**src/design/blprd_pkg.sv**
```systemverilog
// Package for the button long-press / auto-repeat detector.
// Types, codes, reset values and slot decode helpers; no dependencies.
package blprd_pkg;

  // Sizes
  localparam int NumButtons     = 2;
  localparam int ButtonW        = 1;
  localparam int LevelW         = 2;
  localparam int CountW         = 8;
  localparam int KindsPerButton = 3;
  localparam int NumSlots       = NumButtons * KindsPerButton;
  localparam int SlotW          = $clog2(NumSlots);
  localparam int MaxEvents      = 4;
  localparam int EvCntW         = $clog2(MaxEvents);
  localparam int QueueDepth     = 2;
  localparam int QPtrW          = $clog2(QueueDepth);
  localparam int QCntW          = $clog2(QueueDepth + 1);

  // Register reset values
  localparam logic [CountW-1:0] LongThresholdReset = 8'd9;
  localparam logic [CountW-1:0] RepeatCapReset     = 8'd16;

  // Input command codes
  typedef enum logic {
    CmdDown = 1'b0,
    CmdTick = 1'b1
  } command_e;

  // Configuration register indexes
  typedef enum logic {
    CfgLongThreshold = 1'b0,
    CfgRepeatCap     = 1'b1
  } cfg_index_e;

  // Event kinds
  typedef enum logic [1:0] {
    KindLong    = 2'd0,
    KindRepeat  = 2'd1,
    KindRelease = 2'd2
  } event_kind_e;

  // One tick's worth of events: bit (button * 3 + kind) set per event,
  // ordered so that the lowest set bit is the next event to deliver.
  typedef struct packed {
    logic                valid;
    logic [NumSlots-1:0] mask;
  } tick_item_t;

  // Button of an event slot
  function automatic logic [ButtonW-1:0] slot_button(logic [SlotW-1:0] slot);
    logic [ButtonW-1:0] b_out;
    b_out = '0;
    for (int b = 0; b < NumButtons; b++) begin
      for (int k = 0; k < KindsPerButton; k++) begin
        if (slot == SlotW'(b * KindsPerButton + k)) b_out = ButtonW'(b);
      end
    end
    return b_out;
  endfunction

  // Kind of an event slot
  function automatic event_kind_e slot_kind(logic [SlotW-1:0] slot);
    event_kind_e k_out;
    k_out = KindLong;
    for (int b = 0; b < NumButtons; b++) begin
      for (int k = 0; k < KindsPerButton; k++) begin
        if (slot == SlotW'(b * KindsPerButton + k)) k_out = event_kind_e'(2'(k));
      end
    end
    return k_out;
  endfunction

endpackage

```
**src/design/button_long_press_repeat_detector_core.sv**
```systemverilog
// Top level of the button long-press / auto-repeat detector.
// Instantiates blprd_front, blprd_queue and blprd_back; uses blprd_pkg.
//
// A down item produces nothing. A tick item's events (long, repeat, release
// per active button, lowest button first, at most four) pass through the
// queue and the back-end mask register into the output register, which
// they leave one per cycle unless the receiver stalls. The back-end
// sequencer loads each mask as a step of its own and takes no new one
// until its last event is sent; a two-entry queue lets the front keep
// taking items while earlier events drain. Register writes are always ready.
module button_long_press_repeat_detector_core (
  input  logic                          clk_i,
  input  logic                          rst_ni,
  input  logic                          in_valid_i,
  output logic                          in_stall_o,
  input  logic                          command_i,
  input  logic [blprd_pkg::ButtonW-1:0] button_index_i,
  input  logic [blprd_pkg::LevelW-1:0]  release_levels_i,
  input  logic                          cfg_valid_i,
  output logic                          cfg_ready_o,
  input  logic                          cfg_index_i,
  input  logic [blprd_pkg::CountW-1:0]  cfg_data_i,
  output logic                          out_valid_o,
  input  logic                          out_stall_i,
  output logic [blprd_pkg::ButtonW-1:0] event_button_o,
  output logic [1:0]                    event_kind_o,
  output logic                          last_event_o
);

  blprd_pkg::tick_item_t push, head;
  logic                  q_full, pop;

  blprd_front u_front (
    .clk_i,
    .rst_ni,
    .in_valid_i,
    .in_stall_o,
    .command_i,
    .button_index_i,
    .release_levels_i,
    .cfg_valid_i,
    .cfg_ready_o,
    .cfg_index_i,
    .cfg_data_i,
    .q_full_i (q_full),
    .push_o   (push)
  );

  blprd_queue u_queue (
    .clk_i,
    .rst_ni,
    .push_i (push),
    .full_o (q_full),
    .head_o (head),
    .pop_i  (pop)
  );

  blprd_back u_back (
    .clk_i,
    .rst_ni,
    .head_i (head),
    .pop_o  (pop),
    .out_valid_o,
    .out_stall_i,
    .event_button_o,
    .event_kind_o,
    .last_event_o
  );

endmodule

```
**src/design/blprd_front.sv**
```systemverilog
// Front end: accepts items, holds button state and config registers,
// and turns each tick into an event mask. Uses blprd_pkg.
module blprd_front (
  input  logic                            clk_i,
  input  logic                            rst_ni,
  input  logic                            in_valid_i,
  output logic                            in_stall_o,
  input  logic                            command_i,
  input  logic [blprd_pkg::ButtonW-1:0]   button_index_i,
  input  logic [blprd_pkg::LevelW-1:0]    release_levels_i,
  input  logic                            cfg_valid_i,
  output logic                            cfg_ready_o,
  input  logic                            cfg_index_i,
  input  logic [blprd_pkg::CountW-1:0]    cfg_data_i,
  input  logic                            q_full_i,
  output blprd_pkg::tick_item_t           push_o
);

  logic [blprd_pkg::CountW-1:0]     long_thr_q, repeat_cap_q;
  logic [blprd_pkg::NumButtons-1:0] active_q, active_d;
  logic [blprd_pkg::CountW-1:0]     hold_q [blprd_pkg::NumButtons];
  logic [blprd_pkg::CountW-1:0]     hold_d [blprd_pkg::NumButtons];
  logic [blprd_pkg::NumSlots-1:0]   mask;
  logic [blprd_pkg::CountW:0]       next_cnt [blprd_pkg::NumButtons];
  logic                             accept;

  assign in_stall_o  = q_full_i;
  assign cfg_ready_o = 1'b1;
  assign accept      = in_valid_i && !in_stall_o;

  // Config registers
  always_ff @(posedge clk_i or negedge rst_ni) begin
    if (!rst_ni) begin
      long_thr_q   <= blprd_pkg::LongThresholdReset;
      repeat_cap_q <= blprd_pkg::RepeatCapReset;
    end else if (cfg_valid_i && cfg_ready_o) begin
      unique case (blprd_pkg::cfg_index_e'(cfg_index_i))
        blprd_pkg::CfgLongThreshold: long_thr_q   <= cfg_data_i;
        blprd_pkg::CfgRepeatCap:     repeat_cap_q <= cfg_data_i;
        default: ;
      endcase
    end
  end

  // Per-button update: count one bit wider so a cap of 255 never wraps
  always_comb begin
    active_d = active_q;
    mask     = '0;
    for (int i = 0; i < blprd_pkg::NumButtons; i++) begin
      hold_d[i]   = hold_q[i];
      next_cnt[i] = {1'b0, hold_q[i]} + 1'b1;
    end
    if (accept) begin
      if (command_i == blprd_pkg::CmdDown) begin
        if (int'(button_index_i) < blprd_pkg::NumButtons) active_d[button_index_i] = 1'b1;
      end else begin
        for (int i = 0; i < blprd_pkg::NumButtons; i++) begin
          if (active_q[i]) begin
            hold_d[i] = next_cnt[i][blprd_pkg::CountW-1:0];
            if (next_cnt[i] == {1'b0, long_thr_q})
              mask[i * blprd_pkg::KindsPerButton + int'(blprd_pkg::KindLong)] = 1'b1;
            if (next_cnt[i] > {1'b0, repeat_cap_q}) begin
              hold_d[i] = repeat_cap_q;
              mask[i * blprd_pkg::KindsPerButton + int'(blprd_pkg::KindRepeat)] = 1'b1;
            end
            if (release_levels_i[i]) begin
              hold_d[i]   = '0;
              active_d[i] = 1'b0;
              mask[i * blprd_pkg::KindsPerButton + int'(blprd_pkg::KindRelease)] = 1'b1;
            end
          end
        end
      end
    end
  end

  // Only ticks that raise events go into the queue
  assign push_o.valid = accept && (command_i == blprd_pkg::CmdTick) && (|mask);
  assign push_o.mask  = mask;

  // Button state
  always_ff @(posedge clk_i or negedge rst_ni) begin
    if (!rst_ni) begin
      active_q <= '0;
      for (int i = 0; i < blprd_pkg::NumButtons; i++) hold_q[i] <= '0;
    end else begin
      active_q <= active_d;
      for (int i = 0; i < blprd_pkg::NumButtons; i++) hold_q[i] <= hold_d[i];
    end
  end

endmodule

```
**src/design/blprd_queue.sv**
```systemverilog
// Short queue of tick event masks between front and back end.
// Uses blprd_pkg.
module blprd_queue (
  input  logic                  clk_i,
  input  logic                  rst_ni,
  input  blprd_pkg::tick_item_t push_i,
  output logic                  full_o,
  output blprd_pkg::tick_item_t head_o,
  input  logic                  pop_i
);

  logic [blprd_pkg::NumSlots-1:0] mem_q [blprd_pkg::QueueDepth];
  logic [blprd_pkg::QPtrW-1:0]    wr_ptr_q, rd_ptr_q;
  logic [blprd_pkg::QCntW-1:0]    cnt_q;
  logic                           do_pop;

  assign full_o       = (cnt_q == blprd_pkg::QCntW'(blprd_pkg::QueueDepth));
  assign head_o.valid = (cnt_q != '0);
  assign head_o.mask  = mem_q[rd_ptr_q];
  assign do_pop       = pop_i && head_o.valid;

  // Payload storage
  always_ff @(posedge clk_i) begin
    if (push_i.valid) mem_q[wr_ptr_q] <= push_i.mask;
  end

  // Pointers and fill count
  always_ff @(posedge clk_i or negedge rst_ni) begin
    if (!rst_ni) begin
      wr_ptr_q <= '0;
      rd_ptr_q <= '0;
      cnt_q    <= '0;
    end else begin
      if (push_i.valid) wr_ptr_q <= wr_ptr_q + 1'b1;
      if (do_pop)       rd_ptr_q <= rd_ptr_q + 1'b1;
      if (push_i.valid && !do_pop)      cnt_q <= cnt_q + 1'b1;
      else if (!push_i.valid && do_pop) cnt_q <= cnt_q - 1'b1;
    end
  end

endmodule

```
**src/design/blprd_back.sv**
```systemverilog
// Back end: pulls one event mask at a time and sends its events, lowest
// slot first and at most four, through the output register. Uses blprd_pkg.
module blprd_back (
  input  logic                          clk_i,
  input  logic                          rst_ni,
  input  blprd_pkg::tick_item_t         head_i,
  output logic                          pop_o,
  output logic                          out_valid_o,
  input  logic                          out_stall_i,
  output logic [blprd_pkg::ButtonW-1:0] event_button_o,
  output logic [1:0]                    event_kind_o,
  output logic                          last_event_o
);

  logic [blprd_pkg::NumSlots-1:0] cur_q, cur_d, sel_hot, rest;
  logic [blprd_pkg::EvCntW-1:0]   cnt_q, cnt_d;
  logic [blprd_pkg::SlotW-1:0]    sel;
  logic                           has, load_out, emit, last;
  logic                           out_valid_q, out_valid_d;
  logic [blprd_pkg::ButtonW-1:0]  button_q;
  blprd_pkg::event_kind_e         kind_q;
  logic                           last_q;

  // Lowest pending slot
  always_comb begin
    sel     = '0;
    sel_hot = '0;
    for (int s = blprd_pkg::NumSlots - 1; s >= 0; s--) begin
      if (cur_q[s]) begin
        sel     = blprd_pkg::SlotW'(s);
        sel_hot = blprd_pkg::NumSlots'(1) << s;
      end
    end
  end

  assign has      = |cur_q;
  assign rest     = cur_q & ~sel_hot;
  assign load_out = !out_valid_q || !out_stall_i;
  assign emit     = has && load_out;
  assign last     = (cnt_q == blprd_pkg::EvCntW'(blprd_pkg::MaxEvents - 1)) || (rest == '0);
  assign pop_o    = head_i.valid && !has;

  // Sequencer next state
  always_comb begin
    cur_d = cur_q;
    cnt_d = cnt_q;
    if (pop_o) begin
      cur_d = head_i.mask;
      cnt_d = '0;
    end else if (emit) begin
      cur_d = last ? '0 : rest;
      cnt_d = cnt_q + 1'b1;
    end
    out_valid_d = emit ? 1'b1 : (load_out ? 1'b0 : out_valid_q);
  end

  always_ff @(posedge clk_i or negedge rst_ni) begin
    if (!rst_ni) begin
      cur_q       <= '0;
      cnt_q       <= '0;
      out_valid_q <= 1'b0;
    end else begin
      cur_q       <= cur_d;
      cnt_q       <= cnt_d;
      out_valid_q <= out_valid_d;
    end
  end

  // Output payload register
  always_ff @(posedge clk_i) begin
    if (emit) begin
      button_q <= blprd_pkg::slot_button(sel);
      kind_q   <= blprd_pkg::slot_kind(sel);
      last_q   <= last;
    end
  end

  assign out_valid_o    = out_valid_q;
  assign event_button_o = button_q;
  assign event_kind_o   = kind_q;
  assign last_event_o   = last_q;

endmodule

```
**config.mk**
```make
export PLATFORM = sky130hd
export DESIGN_NAME = button_long_press_repeat_detector_core
export DESIGN_NICKNAME = d
export VERILOG_FILES = /design/src/design/blprd_pkg.sv /design/src/design/button_long_press_repeat_detector_core.sv /design/src/design/blprd_front.sv /design/src/design/blprd_queue.sv /design/src/design/blprd_back.sv
export SDC_FILE = /design/constraint.sdc
export NUM_CORES = 1
export LEC_CHECK = 0
export BUFFER_PORTS_ARGS = -buffer_cell sky130_fd_sc_hd__clkbuf_2
export CAP_MARGIN = 20
export CORE_UTILIZATION = 61
export DETAILED_ROUTE_END_ITERATION = 10
export PLACE_DENSITY = 0.8
export SETUP_SLACK_MARGIN = 0.1
export SYNTH_ARGS = -nofsm -noshare
export SYNTH_HDL_FRONTEND = slang
export SYNTH_HIERARCHICAL = 1
export SYNTH_SLANG_ARGS = --single-unit
```
**constraint.sdc**
```tcl
create_clock -name clk_i -period 4.4 [get_ports clk_i]
set_input_delay 0.22 -clock clk_i [delete_from_list [all_inputs] [get_ports clk_i]]
set_output_delay 0.22 -clock clk_i [all_outputs]
set_load 0.1 [all_outputs]
```
==> flow_metrics.tcl <==
set metrics [dict create \
    antenna_cells_inserted 0 \
    worst_slack_ps 489.2 \
    r2r-start "u_front/hold_q[0]" \
    max_freq_mhz 255.7 \
    setup_viol 0 \
    worstMarginPinSlew_ps 688.6 \
    reg2reg_setup_slack_ps 490 \
    post_drt_wl_per_cell_um 18.58 \
    comb_power_share_pct 45.4 \
    power.share.switching_pct 44.38 \
    hold_violations 0 \
    grt_pass1_vias 3031 \
    cts_root_buf "clkbuf_8" \
    vias_per_cell 6.331 \
    drc_errors 0 \
    start_util_pct 63.54 \
    drtAntennaViolNets 0 \
    overflow 0 \
    fp.dieArea_sq_mm 0.006982 \
    post_cts_resized 0 \
    cp_max_fo 11 \
    ios 25 \
    synth_seq_area_share_pct 40.92 \
    final_nets 439 \
    grt_max_degree 48 \
    fp-row-count 29 \
    firstDrtPassIters 5 \
    cts_num_sinks 63 \
    clock_power_share_pct 16.1 \
    r2r_end "u_queue/cnt_q[1]" \
    max-vdd-ir-drop_mv 0.6437 \
    synth_ff_type "dfrtp_1" \
    ys_ff_latch 63 \
    p_int_uw 1469 \
    drv_cap 0 \
    fin_cells 483 \
    dp_cells 464 \
    r2r.worst_path.cells 15 \
    fin_crit_sh_pct 88.88 \
    relSlewSlack_pct 54.00 \
    die_width_um 83.56 \
    p_per_area_mw_per_mm2 611.4 \
    cp-endpoint "u_queue/cnt_q[1]" \
    yosysUniqueCellTypes 73 \
    core_area_sq_mm 0.006386 \
    synthesis.area_sq_mm 0.004058 \
    syn2layout_area_growth_pct 6.445 \
    rsz0062_at_grt "no" \
    synth-edff-count 16 \
    final_common_cell "dfrtp_1" \
    hpwl_um 6612 \
    cp.required_ps 4680 \
    synth_area_per_cell_sq_um 10.54 \
    yosys_warnings 6 \
    clk_latency_ps 350 \
    vias 3058 \
    drive_gt1_share_pct 21.92 \
    antenna_found_initial 0 \
    crit_type "flip-flop to flip-flop" \
    slew_viol_final 0 \
    switching_power_uw 1172 \
    h-tree-depth 3 \
    min_path_type "primary input to flip-flop" \
    fin_crit_ps 3911 \
    drt_iter0_markers 205 \
    cp.arrival_ps 4190 \
    start_kind "flip-flop" \
    synthCells 385 \
    cts_tree "yes" \
    gp_congestion 0.9170 \
    finalClockSkew_ps 7.871 \
    worstSetupEndpointType "flip-flop" \
    portBuffers 23 \
    pre_cts_slack_ps 459.2 \
    finalSetupTns_ps 0 \
    status "finished clean" \
    p_leak_uw 0.001824 \
    critPathLaunch "u_front/hold_q[0]" \
    hold_slack_ps 125.5 \
    clk_pin_slew_ps 70 \
    drt_wl_total_um 8972 \
    grt_usage_pct 27.56 \
    async_flop_share_pct 74.60 \
    synth_nets 423 \
    power_frac_seq_pct 38.5 \
    grt_pass1_wl_um 14860 \
    clockBufferDepth 2 \
    die_h_um 83.56 \
    p_total_uw 2641 \
    cts_made_buffers 9 \
    hold_path_depth 2 \
    mostFrequentLayoutCells "dfrtp_1 (44), nand2_1 (27), clkbuf_2 (23)" \
]
## kinds of logic (layout without fill, tap and decap cells)
kind of cell / after synthesis / count (layout) / share of synthesized area [%]
compound gates: 92 / 92 / 16.41
xor+xnor: 31 / 31 / 7.401
fa+ha+maj: 21 / 21 / 6.414
buf+inv: 42 / 63 / 5.304
flops: 63 / 63 / 40.92
mux: 34 / 34 / 9.189
other cells: 1 / 1 / 0.09242
simple gates: 101 / 101 / 14.28
## timing repair
action | in CTS | in global routing
setup endpoints to repair | 0 | 1
hold endpoints to repair | 29 | 0
setup buffers | 0 | 2
hold buffers | 1 | 0
## power by group through the flow
stage / Combinational, uW / Clock [uW] / Sequential, uW
detailed placement: 1180 / 0 / 1020
CTS: 1190 / 430 / 1010
finish: 1200 / 425 / 1020
global route: 1310 / 454 / 1050
global placement: 1150 / 0 / 1010
floorplan: 928 / 0 / 1060
## registers in the layout (all words and copies together) (netlist names), 2 cells and up
register	count
u_queue/cnt_q	2
u_back/cur_q	6
u_queue/mem_q	12
u_back/cnt_q	2
u_front/long_thr_q	8
u_back/event_kind_o	2
u_front/repeat_cap_q	8
u_front/hold_q	16
u_front/active_q	2
## worst min path at each step
stage | slack [ps] | end | startpoint
3_3_place_gp | 350 | u_queue/rd_ptr_q | rst_ni
2_1_floorplan | -80 | u_back/cnt_q[0] | rst_ni
4_1_cts | 120 | u_front/long_thr_q[6] | cfg_data_i[6]
3_5_place_dp | 360 | u_front/active_q[0] | rst_ni
6_report | 130 | u_front/long_thr_q[6] | cfg_data_i[6]
5_1_grt | 120 | u_front/repeat_cap_q[5] | cfg_data_i[5]
## critical path: stages (launching register included)
cell and delay [ps]:
dfrtp_1 480, ha_1 320, nand3_1 240, nor2_2 230
xnor2_1 210, ha_1 320, a211oi_1 240, o221ai_1 180
o21ai_2 300, nand2_2 240, o21ai_0 220, nand4bb_1 200
ha_1 270, xor2_1 140, nor2_1 110, xor2_1 140
## cell usage after synthesis, drive strengths merged, types with 8 or more instances
library cell | n | area, sq um
a21oi | 15 | 75.07
buf | 13 | 100.1
clkbuf | 8 | 31.28
dfrtp | 44 | 1101
edfxtp | 16 | 480.5
ha | 20 | 250.2
inv | 20 | 75.07
mux2 | 23 | 262.8
mux2i | 11 | 110.1
nand2 | 29 | 118.9
nand3 | 10 | 55.05
nor2 | 16 | 62.56
o21ai | 23 | 133.9
o2bb2ai | 8 | 70.07
xnor2 | 15 | 138.9
xor2 | 15 | 138.9
## routing by layer
| layer | routed length, um | vias to the layer above | GRT usage (%) |
|---|---|---|---|
| li1 | - | 1439 | - |
| met1 | 3861 | 1479 | 35.18 |
| met2 | 4285 | 114 | 44.72 |
| met3 | 450 | 26 | 4.946 |
| met4 | 376 | 0 | 14.64 |
| met5 | 0 | - | 0 |
## area by class of cell
cell class,instances,area [sq um]
well taps,77,96.34
inverters,20,75.07
fillers,509,2067
repair buffers,27,147.6
multi-input cells,280,2182
clock inverters,4,22.52
flip-flops and latches,63,1660
clock buffers,12,135.1
## metrics by stage
stage,area [sq um],util (%)
floorplan,4058,-
global placement,4136,64.77
detailed placement,4136,64.77
CTS,4304,67.40
global route,4319,67.63
finish,4319,67.63
Note: power is estimated with default switching activity, not from simulation.
